**config.mk**
```make
export PLATFORM = sky130hd
export DESIGN_NAME = integer_to_radix_ascii_unit_flat
export DESIGN_NICKNAME = d
export VERILOG_FILES = /design/src/sv/irac_pkg.sv /design/src/sv/irac_in_if.sv /design/src/sv/irac_out_if.sv /design/src/sv/integer_to_radix_ascii_unit.sv /design/src/sv/irac_serial_div.sv /design/src/flat_wrapper.sv
export SDC_FILE = /design/constraint.sdc
export NUM_CORES = 1
export LEC_CHECK = 0
export ABC_AREA = 1
export BUFFER_PORTS_ARGS = -buffer_cell sky130_fd_sc_hd__clkbuf_2
export CAP_MARGIN = 5
export CORE_MARGIN = 2
export CORE_UTILIZATION = 50
export DETAILED_ROUTE_END_ITERATION = 8
export GPL_TIMING_DRIVEN = 1
export PLACE_DENSITY = 0.68
export SYNTH_ARGS = -nofsm -noshare
export SYNTH_HDL_FRONTEND = slang
export SYNTH_SLANG_ARGS = --single-unit
```
**constraint.sdc**
```tcl
create_clock -name clk -period 11.26 [get_ports clk]
set_clock_uncertainty 0.05 [all_clocks]
set_input_delay 1.689 -clock clk [delete_from_list [all_inputs] [get_ports clk]]
set_output_delay 1.689 -clock clk [all_outputs]
set_load 0.02 [all_outputs]
```
**src/sv/irac_pkg.sv**
```systemverilog
// irac_pkg: shared types, constants and the digit-to-character function
// for the integer to radix ascii unit. no dependencies.
package irac_pkg;

  localparam int NUMBER_W = 64;
  localparam int RADIX_W  = 6;
  localparam int WIDTH_W  = 6;
  localparam int CHAR_W   = 8;
  localparam int DIGIT_W  = 6;

  localparam logic [RADIX_W-1:0] RADIX_MIN = 6'd8;
  localparam logic [RADIX_W-1:0] RADIX_MAX = 6'd36;

  localparam logic [CHAR_W-1:0] SPACE_CHAR = 8'h20;
  localparam logic [CHAR_W-1:0] MINUS_CHAR = 8'h2D;
  localparam logic [CHAR_W-1:0] ZERO_CHAR  = 8'h30;
  localparam logic [CHAR_W-1:0] UPPER_A    = 8'h41;
  localparam logic [CHAR_W-1:0] LOWER_A    = 8'h61;
  localparam logic [CHAR_W-1:0] TEN        = 8'd10;

  typedef enum logic [2:0] {
    ST_IDLE,
    ST_DIV,
    ST_FINISH,
    ST_PAD_PRE,
    ST_SIGN,
    ST_FETCH,
    ST_DIGIT,
    ST_PAD_POST
  } irac_state_t;

  typedef struct packed {
    logic load;
    logic again;
  } div_ctrl_t;

  typedef struct packed {
    logic               done;
    logic [DIGIT_W-1:0] digit;
    logic               quot_zero;
  } div_stat_t;

  function automatic logic [CHAR_W-1:0] digit_char(input logic [DIGIT_W-1:0] d,
                                                   input logic upper);
    logic [CHAR_W-1:0] d8;
    d8 = CHAR_W'(d);
    if (d8 < TEN) return ZERO_CHAR + d8;
    else if (upper) return UPPER_A + d8 - TEN;
    else return LOWER_A + d8 - TEN;
  endfunction

endpackage

```
**src/sv/irac_in_if.sv**
```systemverilog
// irac_in_if: input channel carrying one number and its format options per word.
// depends on irac_pkg for field widths.
interface irac_in_if;
  logic                           valid;
  logic                           ready;
  logic [irac_pkg::NUMBER_W-1:0]  number;
  logic                           is_signed;
  logic [irac_pkg::RADIX_W-1:0]   radix;
  logic [irac_pkg::WIDTH_W-1:0]   min_digits;
  logic [irac_pkg::CHAR_W-1:0]    pad_char;
  logic                           pad_after;
  logic                           upper_case;

  modport source (output valid, number, is_signed, radix, min_digits, pad_char,
                  pad_after, upper_case, input ready);
  modport sink (input valid, number, is_signed, radix, min_digits, pad_char,
                pad_after, upper_case, output ready);
endinterface

```
**src/sv/irac_out_if.sv**
```systemverilog
// irac_out_if: output channel carrying one ascii character and a last flag per beat.
// depends on irac_pkg for field widths.
interface irac_out_if;
  logic                        valid;
  logic                        ready;
  logic [irac_pkg::CHAR_W-1:0] ascii_char;
  logic                        last;

  modport source (output valid, ascii_char, last, input ready);
  modport sink (input valid, ascii_char, last, output ready);
endinterface

```
**src/sv/integer_to_radix_ascii_unit.sv**
```systemverilog
// integer_to_radix_ascii_unit: formats one integer per word as ascii characters.
// each digit is formed in the bit-serial divider; then come a setup state, a pad state
// for each pad character, a sign state for a negative value and a read and an emit per digit.
// one number at a time: a new word is taken only in idle, once the last character of
// the word before is emitted; the output can hold off any pad, sign or digit character.
// reset (synchronous, rst_n low) clears the sequencer, digit count and output valid;
// the digit store is not cleared.
module integer_to_radix_ascii_unit #(
  parameter int DIGIT_SLOTS = 32,
  parameter int VALUE_BITS  = 64
) (
  input logic        clk,
  input logic        rst_n,
  irac_in_if.sink    in_ch,
  irac_out_if.source out_ch
);
  import irac_pkg::*;

  localparam int CW = $clog2(DIGIT_SLOTS + 1);
  localparam int AW = $clog2(DIGIT_SLOTS);
  localparam int PW = (CW > WIDTH_W) ? CW : WIDTH_W;
  localparam logic [CW-1:0] SLOTS = CW'(DIGIT_SLOTS);

  irac_state_t state_r, state_nxt;

  // item fields held for the whole word
  logic                  neg_r, neg_nxt;
  logic [RADIX_W-1:0]    radix_r, radix_nxt;
  logic [WIDTH_W-1:0]    width_r, width_nxt;
  logic [CHAR_W-1:0]     pad_r, pad_nxt;
  logic                  left_r, left_nxt;
  logic                  upper_r, upper_nxt;
  logic [VALUE_BITS-1:0] value_in, magnitude;
  logic                  sign_in;

  logic [CW-1:0]         cnt_r, cnt_nxt;
  logic [CW-1:0]         dig_r, dig_nxt;
  logic [WIDTH_W-1:0]    pad_cnt_r, pad_cnt_nxt;
  logic [WIDTH_W-1:0]    padn;
  logic [PW-1:0]         width_ext, cnt_ext;

  logic [DIGIT_W-1:0]    digit_store_r [DIGIT_SLOTS];
  logic [DIGIT_W-1:0]    rd_digit_r;
  logic [AW-1:0]         rd_addr, wr_addr;
  logic                  wr_en;

  logic                  out_valid_r, out_valid_nxt;
  logic [CHAR_W-1:0]     out_char_r, out_char_nxt;
  logic                  out_last_r, out_last_nxt;

  logic                  accept, can_load, emit, emit_last;
  logic [CHAR_W-1:0]     emit_char;

  div_ctrl_t             div_ctrl;
  div_stat_t             div_stat;

  irac_serial_div #(.VALUE_BITS(VALUE_BITS)) u_div (
    .clk      (clk),
    .rst_n    (rst_n),
    .ctrl     (div_ctrl),
    .dividend (magnitude),
    .radix    (radix_nxt),
    .stat     (div_stat)
  );

  assign accept   = in_ch.valid && in_ch.ready;
  assign can_load = !out_valid_r || out_ch.ready;
  assign value_in = in_ch.number[VALUE_BITS-1:0];
  assign sign_in  = in_ch.is_signed && value_in[VALUE_BITS-1];
  assign magnitude = sign_in ? (~value_in + VALUE_BITS'(1)) : value_in;

  assign width_ext = PW'(width_r);
  assign cnt_ext   = PW'(cnt_r);
  assign padn      = (width_ext > cnt_ext) ? WIDTH_W'(width_ext - cnt_ext) : '0;

  assign rd_addr = AW'(dig_r - CW'(1));
  assign wr_addr = cnt_r[AW-1:0];

  // next state
  always_comb begin
    state_nxt = state_r;
    case (state_r)
      ST_IDLE:     if (in_ch.valid) state_nxt = ST_DIV;
      ST_DIV:      if (div_stat.done && div_stat.quot_zero) state_nxt = ST_FINISH;
      ST_FINISH: begin
        if (!left_r && padn != '0) state_nxt = ST_PAD_PRE;
        else if (neg_r) state_nxt = ST_SIGN;
        else state_nxt = ST_FETCH;
      end
      ST_PAD_PRE: begin
        if (can_load && pad_cnt_r == WIDTH_W'(1)) state_nxt = neg_r ? ST_SIGN : ST_FETCH;
      end
      ST_SIGN:     if (can_load) state_nxt = ST_FETCH;
      ST_FETCH:    state_nxt = ST_DIGIT;
      ST_DIGIT: begin
        if (can_load) begin
          if (dig_r != CW'(1)) state_nxt = ST_FETCH;
          else if (pad_cnt_r != '0) state_nxt = ST_PAD_POST;
          else state_nxt = ST_IDLE;
        end
      end
      ST_PAD_POST: if (can_load && pad_cnt_r == WIDTH_W'(1)) state_nxt = ST_IDLE;
      default:     state_nxt = ST_IDLE;
    endcase
  end

  // outputs of the sequencer
  always_comb begin
    in_ch.ready    = 1'b0;
    div_ctrl.load  = 1'b0;
    div_ctrl.again = 1'b0;
    wr_en          = 1'b0;
    emit           = 1'b0;
    emit_char      = pad_r;
    emit_last      = 1'b0;
    case (state_r)
      ST_IDLE: begin
        in_ch.ready   = 1'b1;
        div_ctrl.load = in_ch.valid;
      end
      ST_DIV: begin
        wr_en          = div_stat.done && (cnt_r < SLOTS);
        div_ctrl.again = div_stat.done && !div_stat.quot_zero;
      end
      ST_PAD_PRE: emit = can_load;
      ST_SIGN: begin
        emit      = can_load;
        emit_char = MINUS_CHAR;
      end
      ST_DIGIT: begin
        emit      = can_load;
        emit_char = digit_char(rd_digit_r, upper_r);
        emit_last = (dig_r == CW'(1)) && (pad_cnt_r == '0);
      end
      ST_PAD_POST: begin
        emit      = can_load;
        emit_last = (pad_cnt_r == WIDTH_W'(1));
      end
      default: ;
    endcase
  end

  // datapath next values
  always_comb begin
    neg_nxt     = neg_r;
    radix_nxt   = radix_r;
    width_nxt   = width_r;
    pad_nxt     = pad_r;
    left_nxt    = left_r;
    upper_nxt   = upper_r;
    cnt_nxt     = cnt_r;
    dig_nxt     = dig_r;
    pad_cnt_nxt = pad_cnt_r;
    if (accept) begin
      neg_nxt   = sign_in;
      if (in_ch.radix < RADIX_MIN) radix_nxt = RADIX_MIN;
      else if (in_ch.radix > RADIX_MAX) radix_nxt = RADIX_MAX;
      else radix_nxt = in_ch.radix;
      width_nxt = in_ch.min_digits;
      pad_nxt   = (in_ch.pad_char == '0) ? SPACE_CHAR : in_ch.pad_char;
      left_nxt  = in_ch.pad_after;
      upper_nxt = in_ch.upper_case;
      cnt_nxt   = '0;
    end
    if (state_r == ST_DIV && div_stat.done && cnt_r < SLOTS) cnt_nxt = cnt_r + CW'(1);
    if (state_r == ST_FINISH) begin
      dig_nxt     = cnt_r;
      pad_cnt_nxt = padn;
    end
    if (emit && (state_r == ST_PAD_PRE || state_r == ST_PAD_POST))
      pad_cnt_nxt = pad_cnt_r - WIDTH_W'(1);
    if (emit && state_r == ST_DIGIT) dig_nxt = dig_r - CW'(1);
  end

  // output register
  always_comb begin
    out_valid_nxt = out_valid_r;
    out_char_nxt  = out_char_r;
    out_last_nxt  = out_last_r;
    if (emit) begin
      out_valid_nxt = 1'b1;
      out_char_nxt  = emit_char;
      out_last_nxt  = emit_last;
    end else if (out_ch.ready) begin
      out_valid_nxt = 1'b0;
    end
  end

  always_ff @(posedge clk) begin
    if (!rst_n) begin
      state_r     <= ST_IDLE;
      cnt_r       <= '0;
      dig_r       <= '0;
      pad_cnt_r   <= '0;
      out_valid_r <= 1'b0;
    end else begin
      state_r     <= state_nxt;
      cnt_r       <= cnt_nxt;
      dig_r       <= dig_nxt;
      pad_cnt_r   <= pad_cnt_nxt;
      out_valid_r <= out_valid_nxt;
    end
  end

  always_ff @(posedge clk) begin
    neg_r      <= neg_nxt;
    radix_r    <= radix_nxt;
    width_r    <= width_nxt;
    pad_r      <= pad_nxt;
    left_r     <= left_nxt;
    upper_r    <= upper_nxt;
    out_char_r <= out_char_nxt;
    out_last_r <= out_last_nxt;
  end

  // digit store, least significant digit at the lowest address
  always_ff @(posedge clk) begin
    if (wr_en) digit_store_r[wr_addr] <= div_stat.digit;
  end

  always_ff @(posedge clk) begin
    rd_digit_r <= digit_store_r[rd_addr];
  end

  assign out_ch.valid      = out_valid_r;
  assign out_ch.ascii_char = out_char_r;
  assign out_ch.last       = out_last_r;

  a_cnt_bound: assert property (@(posedge clk) disable iff (!rst_n)
    cnt_r <= SLOTS)
    else $error("digit count beyond store depth");

  a_digit_ptr: assert property (@(posedge clk) disable iff (!rst_n)
    (state_r == ST_DIGIT || state_r == ST_FETCH) |-> (dig_r != '0))
    else $error("digit read with empty pointer");

  a_accept_div: assert property (@(posedge clk) disable iff (!rst_n)
    accept |=> (state_r == ST_DIV && cnt_r == '0))
    else $error("accepted word did not start division");

  a_last_idle: assert property (@(posedge clk) disable iff (!rst_n)
    (emit && emit_last) |=> (state_r == ST_IDLE && out_ch.last))
    else $error("last character did not end the word");

endmodule

```
**src/sv/irac_serial_div.sv**
```systemverilog
// irac_serial_div: bit-serial restoring divider by a small radix, one quotient
// bit per cycle, quotient shifts back into the dividend register. uses irac_pkg.
module irac_serial_div #(
  parameter int VALUE_BITS = 64
) (
  input  logic                          clk,
  input  logic                          rst_n,
  input  irac_pkg::div_ctrl_t           ctrl,
  input  logic [VALUE_BITS-1:0]         dividend,
  input  logic [irac_pkg::RADIX_W-1:0]  radix,
  output irac_pkg::div_stat_t           stat
);
  import irac_pkg::*;

  localparam int BW = $clog2(VALUE_BITS);
  localparam logic [BW-1:0] LAST_BIT = BW'(VALUE_BITS - 1);

  logic [VALUE_BITS-1:0] v_r, v_nxt, v_step;
  logic [DIGIT_W-1:0]    rem_r, rem_nxt, rem_step;
  logic [BW-1:0]         bit_r, bit_nxt;
  logic                  busy_r, busy_nxt;
  logic [DIGIT_W:0]      trial;
  logic                  ge;

  always_comb begin
    trial    = {rem_r, v_r[VALUE_BITS-1]};
    ge       = trial >= {1'b0, radix};
    rem_step = ge ? DIGIT_W'(trial - {1'b0, radix}) : trial[DIGIT_W-1:0];
    v_step   = {v_r[VALUE_BITS-2:0], ge};
  end

  always_comb begin
    v_nxt    = v_r;
    rem_nxt  = rem_r;
    bit_nxt  = bit_r;
    busy_nxt = busy_r;
    if (ctrl.load) begin
      v_nxt    = dividend;
      rem_nxt  = '0;
      bit_nxt  = LAST_BIT;
      busy_nxt = 1'b1;
    end else if (ctrl.again) begin
      // next digit: divide the quotient just formed
      v_nxt    = v_step;
      rem_nxt  = '0;
      bit_nxt  = LAST_BIT;
      busy_nxt = 1'b1;
    end else if (busy_r) begin
      v_nxt   = v_step;
      rem_nxt = rem_step;
      bit_nxt = bit_r - BW'(1);
      if (bit_r == '0) busy_nxt = 1'b0;
    end
  end

  always_ff @(posedge clk) begin
    if (!rst_n) begin
      busy_r <= 1'b0;
      bit_r  <= '0;
    end else begin
      busy_r <= busy_nxt;
      bit_r  <= bit_nxt;
    end
  end

  always_ff @(posedge clk) begin
    v_r   <= v_nxt;
    rem_r <= rem_nxt;
  end

  assign stat.done      = busy_r && (bit_r == '0);
  assign stat.digit     = rem_step;
  assign stat.quot_zero = (v_step == '0);

endmodule
```
**src/flat_wrapper.sv**
```systemverilog
// flat-port wrapper written by rule: the top's interface ports become plain ports
module integer_to_radix_ascii_unit_flat import irac_pkg::*;
#(
  parameter int DIGIT_SLOTS = 32,
  parameter int VALUE_BITS  = 64
)
  (clk, rst_n, in_ch_valid, in_ch_number, in_ch_is_signed, in_ch_radix, in_ch_min_digits, in_ch_pad_char, in_ch_pad_after, in_ch_upper_case, in_ch_ready, out_ch_valid, out_ch_ascii_char, out_ch_last, out_ch_ready);
  irac_in_if in_ch_i ();
  irac_out_if out_ch_i ();
  input logic clk;
  input logic rst_n;
  input wire logic [$bits(in_ch_i.valid)-1:0] in_ch_valid;
  input wire logic [$bits(in_ch_i.number)-1:0] in_ch_number;
  input wire logic [$bits(in_ch_i.is_signed)-1:0] in_ch_is_signed;
  input wire logic [$bits(in_ch_i.radix)-1:0] in_ch_radix;
  input wire logic [$bits(in_ch_i.min_digits)-1:0] in_ch_min_digits;
  input wire logic [$bits(in_ch_i.pad_char)-1:0] in_ch_pad_char;
  input wire logic [$bits(in_ch_i.pad_after)-1:0] in_ch_pad_after;
  input wire logic [$bits(in_ch_i.upper_case)-1:0] in_ch_upper_case;
  output wire logic [$bits(in_ch_i.ready)-1:0] in_ch_ready;
  output wire logic [$bits(out_ch_i.valid)-1:0] out_ch_valid;
  output wire logic [$bits(out_ch_i.ascii_char)-1:0] out_ch_ascii_char;
  output wire logic [$bits(out_ch_i.last)-1:0] out_ch_last;
  input wire logic [$bits(out_ch_i.ready)-1:0] out_ch_ready;
  assign in_ch_i.valid = in_ch_valid;
  assign in_ch_i.number = in_ch_number;
  assign in_ch_i.is_signed = in_ch_is_signed;
  assign in_ch_i.radix = in_ch_radix;
  assign in_ch_i.min_digits = in_ch_min_digits;
  assign in_ch_i.pad_char = in_ch_pad_char;
  assign in_ch_i.pad_after = in_ch_pad_after;
  assign in_ch_i.upper_case = in_ch_upper_case;
  assign in_ch_ready = in_ch_i.ready;
  assign out_ch_valid = out_ch_i.valid;
  assign out_ch_ascii_char = out_ch_i.ascii_char;
  assign out_ch_last = out_ch_i.last;
  assign out_ch_i.ready = out_ch_ready;
  integer_to_radix_ascii_unit #(.DIGIT_SLOTS(DIGIT_SLOTS), .VALUE_BITS(VALUE_BITS)) u_core (.clk(clk), .rst_n(rst_n), .in_ch(in_ch_i), .out_ch(out_ch_i));
endmodule
```
==> After elaboration in Yosys (flattened, before gate mapping) <==
Memory sizes are Yosys's and may differ from the RTL's. A register that Yosys moved wholly into a read port is not among the register bits.
Cells that the tools add are included.
{ "word_totals": {"latch_bits": 0, "ram_bits": 192, "elab_cells": 132, "n_memories": 1, "in_bits": 91, "reg_bits": 131, "mem_bits_ro": 0} }
{ "memory_table": {"columns": ["name", "words", "word_bits", "rd", "rd_clocked_by_memory_dff", "write_ports", "line_no", "rtl"], "rows": [
  ["u_core.digit_store_r", 32, 6, 1, 1, 1, "integer_to_radix_ascii_unit.sv:42", "logic [DIGIT_W-1:0] digit_store_r [DIGIT_SLOTS];"]
]} }
{ "classes": {"n_mul": 0, "n_reduce_logical": 33, "muxes": 46, "n_shift": 0, "div_mod_pow": 0, "bitwise_logic": 1, "n_eq_ne": 16, "n_lt_le_gt_ge": 6, "addsub": 12} }
{ "op_table": {"columns": ["operator", "n"], "rows": [
  ["two-way mux 64 bit", 4],
  ["two-way mux 6 bit", 14],
  ["adder 64 x 1 -> 64 bit (second input constant)", 1],
  ["zero test 64 bit", 1],
  ["NOT 64 bit", 1],
  ["two-way mux 3 bit", 9],
  ["case mux 3 bit (8 select lines)", 1],
  ["subtractor 6 x 1 -> 6 bit (second input constant)", 3],
  ["adder 7 x 6 -> 8 bit (first input constant)", 2],
  ["two-way mux 8 bit", 2],
  ["case mux 8 bit (2 select lines)", 1],
  ["subtractor 8 x 4 -> 8 bit (second input constant)", 2],
  ["two-way mux 1 bit", 14],
  ["logical AND 1 bit", 13],
  ["equality test 3 bit (second input constant)", 4],
  ["equality test 6 x 1 -> 1 bit (second input constant)", 2],
  ["zero test 6 bit", 2],
  ["< comparator 6 x 4 -> 1 bit (second input constant)", 2],
  ["nonzero test 6 bit", 2],
  ["subtractor 6 bit", 2],
  ["!= test 2 x 1 -> 1 bit (second input constant)", 5],
  ["zero test 8 bit", 1],
  ["nonzero test 2 bit", 4],
  ["adder 6 x 6 -> 7 bit (first input constant)", 1],
  ["17 further kinds", 21]
]} }

==> Depth between registers and ports, before layout <==
Gate-level depths: netlist of run 1.
{ "logic_depth": {"ltp_word": 11, "ltp_mapped": 22, "mapped_depth_nobuf": 21} }

==> Modules after synthesis <==
Synthesis of run 1 repeated with hierarchy kept, for this count alone.
{ "unflattened": {"hier_cells": 1803, "hier_area_um2": 16936.2} }
{ "by_module_without_submodules": {"columns": ["module", "instances", "area_each_um2", "cells_per_inst", "seq_area_each_um2"], "rows": [
  ["integer_to_radix_ascii_unit", 1, 13021.2, 1358, 7226.9],
  ["irac_serial_div", 1, 3915.0, 445, 2182.1]
]} }

==> Worst setup path before layout of run 1 <==
Ideal clock, no wire load.
{ "synth_timing": {"path_type": "in2reg", "from": "input in_ch_valid", "to": "memory u_core.digit_store_r[0][4], data pin", "setup_ps": 464, "n_path_buf": 2, "path_slack_ps": 6272, "cell_stages": 11, "arrival_time_ps": 4475, "t_required_ps": 10746, "cell_sequence": "nand2_2 > buf_4 > buf_2 > a32o_1 > ha_1 > inv_1 > fa_1 > nand3_1 > nand2_1 > xnor2_1 > o21ai_0"} }
{ "synth_lines": {"columns": ["item", "line_no", "rtl"], "rows": [
  ["start, declared", "flat_wrapper.sv:12", "input wire logic [$bits(in_ch_i.valid)-1:0] in_ch_valid;"],
  ["end, declared", "integer_to_radix_ascii_unit.sv:42", null]
]} }

==> flow_summary_export.csv, run 1 <==
group,metric,value,unit
status,status,"completed",
clocking,h-tree-depth,2,
route,wl_per_cell,17.5,um
worst_setup_path,max_stage_delay,0.61,ns
worst_setup_path,critPathLaunchType,"input pin",
floorplan,num_rows,67,
worst_setup_path,cp-startpoint,"in_ch_valid",
synth,synth_area,0.0168,sq mm
floorplan,ioPinCount,102,
worst_setup_path,crit_path_frequent_cell,"nand2_1",
synth,synth_area_per_cell,9.17,sq um
route,viasPerCell,5.51,
worst_setup_path,critical_path_buf_inv_count,3,
final_layout,drive_above_1_share,11.9,%
synth,ys_seq_area_share,55.8,%
clocking,cts_tree,"yes",
worst_setup_path,worstSetupEndpointType,"register",
worst_setup_path,worstPathRequired,11.22,ns
clocking,cts_root_buf,"clkbuf_16",
global_routing,grt_antenna_before_repair,0,
route,vias,13186,
worst_setup_path,critPathMaxFanout,89,
worst_setup_path,critPathTopFamily,"simple AND/OR/NAND/NOR gates",
route,ant_nets,0,
placement,hpwl,28.6,mm
synth,ys.flop_type,"edfxtp_1",
global_routing,grt_pass1_vias,12302,
clocking,clk_pin_slew,0.06,ns
worst_setup_path,path_class,"input pin to register",
global_routing,grt_pass1_wl,66.2,mm
min_path,hold_path_class,"register to register",
route,drcViolationCount,0,
floorplan,core,0.0334,sq mm
sta,finalSetupViolations,0,
sta,setup_total_negative_slack,0,ns
flow_run,maxCapViolations,0,
final_layout,syn_to_final_growth,12.3,%
clocking,cts_setup_buffers,0,
synth,ys_types,55,
global_routing,grt_max_degree,98,
pwr,power_density,251,mW/mm^2
worst_setup_path,r2r_start,"u_core.state_r[0]",
clocking,holdBufCountCts,0,
clocking,cts_num_sinks,329,
route,routed_wirelength,41.8,mm
sta,slew_headroom,23.5,%
worst_setup_path,path_depth,14,
final_layout,antenna_cells,0,
worst_setup_path,worstPathArrival,5.17,ns
sta,fin_crit,5.21,ns
placement,io_buffers,101,
pwr,total_power,0.00474,W
clocking,clockBufferDepth,3,
sta,rsz0062_at_grt,"false",
route,firstDrtPassIters,6,
synth,synth_edf_count,282,
synth,synth_nets,1957,
floorplan,die_area,0.0352,sq mm
clocking,clkLatencyLatePin,0.52,ns
global_routing,grtUsageTotal,23.6,%
floorplan,dieHeight,188,um
worst_setup_path,r2r_end,"u_core.digit_store_r[30][5]",
synth,ys_warn_count,0,
worst_setup_path,r2r_cells,16,
clocking,cts-buffers-inserted,36,
pwr,vdd_ir_drop_max,0.152,mV
route,drt_iter0_markers,1099,
worst_setup_path,crit_end,"u_core.digit_store_r[30][5]",
sta,tightest_slew,1.14,ns
final_layout,nets,2040,
worst_setup_path,slowest_stage,"buf_4",
synth,async_reset_ff_share,0,%
clocking,postCtsResizedCells,0,
global_routing,overflow,0,
floorplan,fp.dieW,188,um
sta,maxSlewViolCount,0,
floorplan,start_util,50.5,%
placement,gp_congestion,0.934,
worst_setup_path,worst-r2r-setup-slack,6.60,ns
synth,ys_ff_latch,329,
sta,max_freq,192,MHz
sta,final.period_utilization,46.2,%
synth,netlist_instances,1837,
worst_setup_path,crit_chain,"clkbuf_2 > nand2_2 > buf_4 > a21oi_1 > a32oi_1 > ha_1 > nand3_1 > nand2_1 > nand2_1 > nand2_1 > nor2_2 > inv_1 > nand2_1 > nand2_1",
pwr,p_leak,7.27,nW
sta,hold_viol_final,0,
min_path,min_path_cells,1,
-- kinds of logic (layout without fill, tap and decap cells) --
| kind of cell | count (synthesis) | after routing | share of synthesized area [%] |
|---|---|---|---|
| flip-flops | 329 | 329 | 55.8 |
| adder cells (fa/ha/maj) | 29 | 29 | 2.24 |
| buffers and inverters | 228 | 335 | 5.38 |
| AO/OA/AOI/OAI | 301 | 301 | 10.7 |
| XOR/XNOR | 55 | 55 | 2.90 |
| AND/OR/NAND/NOR | 882 | 882 | 22.1 |
| multiplexers | 13 | 13 | 0.772 |
-- synth_stat cells, types with 9 or more instances --
library cell | number | area share, %
edfxtp_1 | 282 | 50
o32ai_1 | 35 | 1.8
clkbuf_1 | 36 | 0.80
o221ai_1 | 14 | 0.73
o211ai_1 | 15 | 0.67
xnor2_1 | 11 | 0.57
inv_1 | 138 | 3.1
a21oi_1 | 48 | 1.4
o21ai_1 | 18 | 0.53
xor2_1 | 43 | 2.2
ha_1 | 27 | 2.0
nand4_1 | 26 | 0.97
o21ai_0 | 142 | 4.2
buf_2 | 28 | 0.83
nand2_2 | 9 | 0.33
nor2_2 | 10 | 0.37
inv_2 | 17 | 0.38
dfxtp_1 | 47 | 5.6
nand3_1 | 86 | 2.6
nand2_1 | 366 | 8.2
mux2i_1 | 13 | 0.77
nor3_1 | 20 | 0.59
nor2_1 | 335 | 7.5
-- cells in the final DEF, fill, tap and decap left out, types with 14 or more instances in the layout --
cell / n
ha_1: 26
inv_1: 137
o21ai_0: 138
o21ai_1: 18
edfxtp_1: 282
nand4_1: 26
o221ai_1: 14
nand2_1: 366
nor2_1: 335
dfxtp_1: 46
inv_2: 18
clkbuf_16: 36
nor3_1: 20
nand3_1: 86
a21oi_1: 48
xor2_1: 43
clkbuf_2: 101
o32ai_1: 35
o211ai_1: 15
-- through the flow --
stage	instances	utilization, %	cell area [sq um]	worst slack, ns	hold slack, ns
2_1_floorplan	1837	-	16800	6.27	0.390
3_3_place_gp	2327	53.1	17700	5.66	0.405
3_5_place_dp	2327	53.1	17700	5.52	0.411
4_1_cts	2389	56.5	18900	6.04	0.421
5_1_grt	2392	56.7	18900	5.58	0.432
6_report	2392	56.7	18900	6.05	0.418
-- worst min-delay path by stage --
stage                                 start           endpoint  slack, ns
after detailed placement  u_core.radix_r[3]  u_core.radix_r[3]       0.41
final                     u_core.radix_r[3]  u_core.radix_r[3]       0.42
after floorplan           u_core.radix_r[3]  u_core.radix_r[3]       0.39
after global placement    u_core.radix_r[3]  u_core.radix_r[3]       0.40
after CTS                 u_core.cnt_ext[5]  u_core.cnt_ext[5]       0.42
after global routing      u_core.radix_r[3]  u_core.radix_r[3]       0.43
-- area by class of cell --
class	instances	area, sq um
fill	2950	14400
sequential	329	9410
multi-input combinational	1280	6550
clock buffer	45	965
timing repair buffer	116	649
inverter	157	589
tap	448	561
clock inverter	17	194
-- per-layer routing --
metal | vias up | GRT usage [%] | part of all wire, %
li1 | 6461 | - | -
met1 | 6168 | 32.6 | 44
met2 | 469 | 38.5 | 46
met3 | 88 | 3.20 | 6.6
met4 | 0 | 8.54 | 3.3
met5 | - | 0 | 0
-- where the power goes --
| group | internal (W) | switching, W | total, W |
|---|---|---|---|
| Clock | 0.000680 | 0.000475 | 0.00115 |
| Sequential | 0.00190 | 0.000132 | 0.00203 |
| Combinational | 0.000461 | 0.00110 | 0.00156 |
| Total | 0.00304 | 0.00170 | 0.00474 |
-- state kept, by name, summed over array words and instances (netlist names), 3 cells and up --
name                      cells
u_core.digit_store_r        192
u_core.u_div.v_r             64
u_core.out_ch.ascii_char      8
u_core.pad_r                  8
u_core.cnt_ext                6
u_core.dig_r                  6
u_core.pad_cnt_r              6
u_core.radix_r                6
u_core.rd_digit_r             6
u_core.u_div.bit_r            6
u_core.u_div.rem_r            6
u_core.width_ext              6
u_core.state_r                3
Note: power is estimated with default switching activity, not from simulation.
==> run 2, diff against run 1 <==
--- a/config.mk
+++ b/config.mk
@@ -5,14 +5,14 @@
 export SDC_FILE = /design/constraint.sdc
 export NUM_CORES = 1
 export LEC_CHECK = 0
-export ABC_AREA = 1
+export ABC_AREA = 0
 export BUFFER_PORTS_ARGS = -buffer_cell sky130_fd_sc_hd__clkbuf_2
 export CAP_MARGIN = 5
 export CORE_MARGIN = 2
 export CORE_UTILIZATION = 50
 export DETAILED_ROUTE_END_ITERATION = 8
 export GPL_TIMING_DRIVEN = 1
-export PLACE_DENSITY = 0.68
+export PLACE_DENSITY = 0.7
 export SYNTH_ARGS = -nofsm -noshare
 export SYNTH_HDL_FRONTEND = slang
 export SYNTH_SLANG_ARGS = --single-unit
==> constraint.sdc (replaced) <==
create_clock -name clk -period 4.2 [get_ports clk]
set_clock_uncertainty 0.05 [all_clocks]
set_input_delay 0.63 -clock clk [delete_from_list [all_inputs] [get_ports clk]]
set_output_delay 0.63 -clock clk [all_outputs]
set_load 0.02 [all_outputs]
==> flow_summary_export.csv, run 2 <==
group,metric,value,unit
status,status,"completed",
route,firstDrtPassIters,6,
global_routing,grt_antenna_before_repair,1,
global_routing,grt_pass1_wl,57.0,mm
synth,ys_types,75,
clocking,cts_setup_buffers,0,
clocking,cts_num_sinks,329,
floorplan,core,0.0307,sq mm
synth,ys.flop_type,"edfxtp_1",
synth,ys_warn_count,0,
clocking,cts_root_buf,"clkbuf_16",
clocking,clk_pin_slew,0.06,ns
worst_setup_path,worstPathRequired,4.40,ns
min_path,hold_path_class,"input pin to register",
final_layout,final_cell_area,0.0180,sq mm
worst_setup_path,worstPathArrival,3.88,ns
min_path,hold_start,"in_ch_pad_after",
route,drt_iter0_markers,887,
global_routing,grt_pass1_vias,10285,
route,vias,10343,
sta,finalSetupViolations,0,
placement,placed_cells,1693,
synth,async_reset_ff_share,0,%
synth,synth_area,0.0157,sq mm
final_layout,top_regs,"u_core.digit_store_r (192), u_core.u_div.v_r (64)",
final_layout,regMostFlops,"u_core.digit_store_r",
sta,tightest_slew,1.10,ns
final_layout,final_cell_mix,"282 x edfxtp_1, 108 x nand2_1, 101 x clkbuf_2",
synth,ys_top_cells_by_area,"edfxtp_1 54%, mux4_2 8.6%, dfxtp_1 6.0%",
clocking,cts_tree,"yes",
floorplan,start_util,51.0,%
global_routing,grt_busiest_layer,"met2",
worst_setup_path,r2r_cells,13,
clocking,clockBufferDepth,3,
global_routing,grt_use_met2,36.8,%
min_path,min_path_cells,1,
synth,synth_top_cell_area_share,54.0,%
worst_setup_path,worst-r2r-setup-slack,0.52,ns
synth,synth_nets,1336,
route,wl_per_cell,20.2,um
worst_setup_path,max_stage_delay,0.45,ns
worst_setup_path,critPathLaunchType,"register",
final_layout,drive_above_1_share,21.0,%
global_routing,met3_usage,3.39,%
final_layout,largest_reg_flops,192,
worst_setup_path,crit_chain,"nor3_1 > nand2_4 > a21oi_1 > a22o_1 > inv_1 > ha_1 > nor2b_1 > o31a_1 > o31a_1 > nor2_1 > buf_4 > mux2_2 > buf_12",
clocking,cts-buffers-inserted,36,
flow_run,maxCapViolations,0,
floorplan,ioPinCount,102,
worst_setup_path,path_class,"register to register",
placement,io_buffers,101,
final_layout,layout_commonest_cell,"edfxtp_1",
final_layout,seqCellArea,0.00941,sq mm
pwr,p_leak,6.17,nW
worst_setup_path,worstSetupEndpointType,"register",
min_path,min_to,"u_core.left_r",
synth,netlist_instances,1216,
sta,rsz0062_at_grt,"false",
synth,synth_top_cell_by_area,"edfxtp_1",
worst_setup_path,slowest_stage,"nor3_1",
synth,yosys-top-cells-count,"282 x edfxtp_1, 110 x nand2_1, 95 x nor2_1",
sta,max_freq,272,MHz
sta,hold_viol_final,0,
clocking,holdBufCountCts,0,
synth,ys_ff_latch,329,
synth,synth_area_per_cell,12.9,sq um
final_layout,final_cells,1757,
worst_setup_path,crit_path_frequent_cell,"o31a_1",
sta,maxSlewViolCount,0,
pwr,vdd_ir_drop_max,0.643,mV
sta,layout_setup_ws,0.524,ns
route,drcViolationCount,0,
route,ant_nets,0,
worst_setup_path,r2r_end,"u_core.digit_store_r[19][3]",
final_layout,syn_to_final_growth,14.9,%
worst_setup_path,r2r_start,"u_core.state_r[0]",
clocking,postCtsResizedCells,0,
final_layout,utilization,58.6,%
pwr,power_density,575,mW/mm^2
global_routing,overflow,0,
sta,slew_headroom,26.4,%
synth,yosysMostFrequentCell,"edfxtp_1",
final_layout,nets,1455,
worst_setup_path,critical_path_buf_inv_count,3,
placement,hpwl,24.2,mm
worst_setup_path,critPathTopFamily,"compound AO/OA/AOI/OAI gates",
global_routing,grtUsageTotal,22.0,%
global_routing,grt_max_degree,67,
floorplan,dieHeight,181,um
final_layout,multi_input_area,0.00592,sq mm
placement,gp_congestion,0.833,
sta,holdWs,0.236,ns
worst_setup_path,critPathMaxFanout,32,
placement,place_area,0.0168,sq mm
clocking,clkLatencyLatePin,0.52,ns
floorplan,fp.dieW,181,um
route,viasPerCell,5.89,
floorplan,die_area,0.0328,sq mm
route,routed_wirelength,35.6,mm
synth,synth_edf_count,282,
floorplan,num_rows,64,
synth,ys_seq_area_share,60.0,%
placement,post-place-ws,0.103,ns
final_layout,fillers,2453,
global_routing,grtUsageMet1,30.0,%
sta,final.period_utilization,87.5,%
clocking,h-tree-depth,2,
sta,fin_crit,3.68,ns
final_layout,antenna_cells,0,
-- run 2: how the worst max path moves through the flow --
stage,start,end,slack (ns),cells past startpoint
after CTS,u_core.state_r[0],u_core.u_div.bit_r[0],0.50,13
after floorplan,u_core.state_r[0],u_core.u_div.rem_r[3],-0.02,14
after global placement,in_ch_radix[4],u_core.digit_store_r[24][4],0.16,14
after global routing,u_core.state_r[0],u_core.digit_store_r[21][2],0.26,13
final,u_core.state_r[0],u_core.digit_store_r[19][3],0.52,13
after detailed placement,in_ch_radix[4],u_core.digit_store_r[28][2],0.10,14
-- run 2: kinds of logic (layout without fill, tap and decap cells) --
| kind of cell | count (synthesis) | in the layout | synth area share, % |
|---|---|---|---|
| buffers and inverters | 101 | 246 | 2.54 |
| AO/OA/AOI/OAI | 241 | 241 | 9.55 |
| flip-flops | 329 | 329 | 60.0 |
| multiplexers | 77 | 77 | 9.78 |
| AND/OR/NAND/NOR | 360 | 360 | 11.3 |
| XOR/XNOR | 78 | 78 | 4.35 |
| adder cells (fa/ha/maj) | 30 | 30 | 2.47 |
-- run 2: routing by layer --
metal | wire length (um) | vias to the layer above | part of all wire [%]
li1 | - | 4908 | -
met1 | 15300 | 4980 | 43
met2 | 17100 | 387 | 48
met3 | 2190 | 66 | 6.2
met4 | 944 | 2 | 2.7
met5 | 12 | - | 0.034
-- run 2: metrics by stage --
stage	power, W	TNS (ns)
2_1_floorplan	0.00628	-0.0510
3_3_place_gp	0.00714	0
3_5_place_dp	0.00727	0
4_1_cts	0.0104	0
5_1_grt	0.0108	0
6_report	0.0104	0
-- run 2: where the power goes --
part	total [W]	internal [W]	switching [W]
combinational	0.00229	0.000768	0.00152
clock	0.00317	0.00193	0.00124
sequential	0.00492	0.00472	0.000191
total	0.0104	0.00742	0.00295
-- run 2: area by class of cell --
type	count	share of cell area [%]
inverters	41	0.853
clock buffers	52	5.85
repair buffers	141	4.75
multi-input cells	786	32.8
well taps	396	2.75
flip-flops and latches	329	52.2
clock inverters	12	0.784
-- run 2: worst reg2reg max path, cell delays in order (launching register included) --
cell and delay, ns:
dfxtp_1 0.31, nor3_1 0.45, nand2_4 0.25, a21oi_1 0.30
a22o_1 0.19, inv_1 0.07, ha_1 0.29, nor2b_1 0.14
o31a_1 0.28, o31a_1 0.27, nor2_1 0.09, buf_4 0.15
mux2_2 0.38, buf_12 0.17
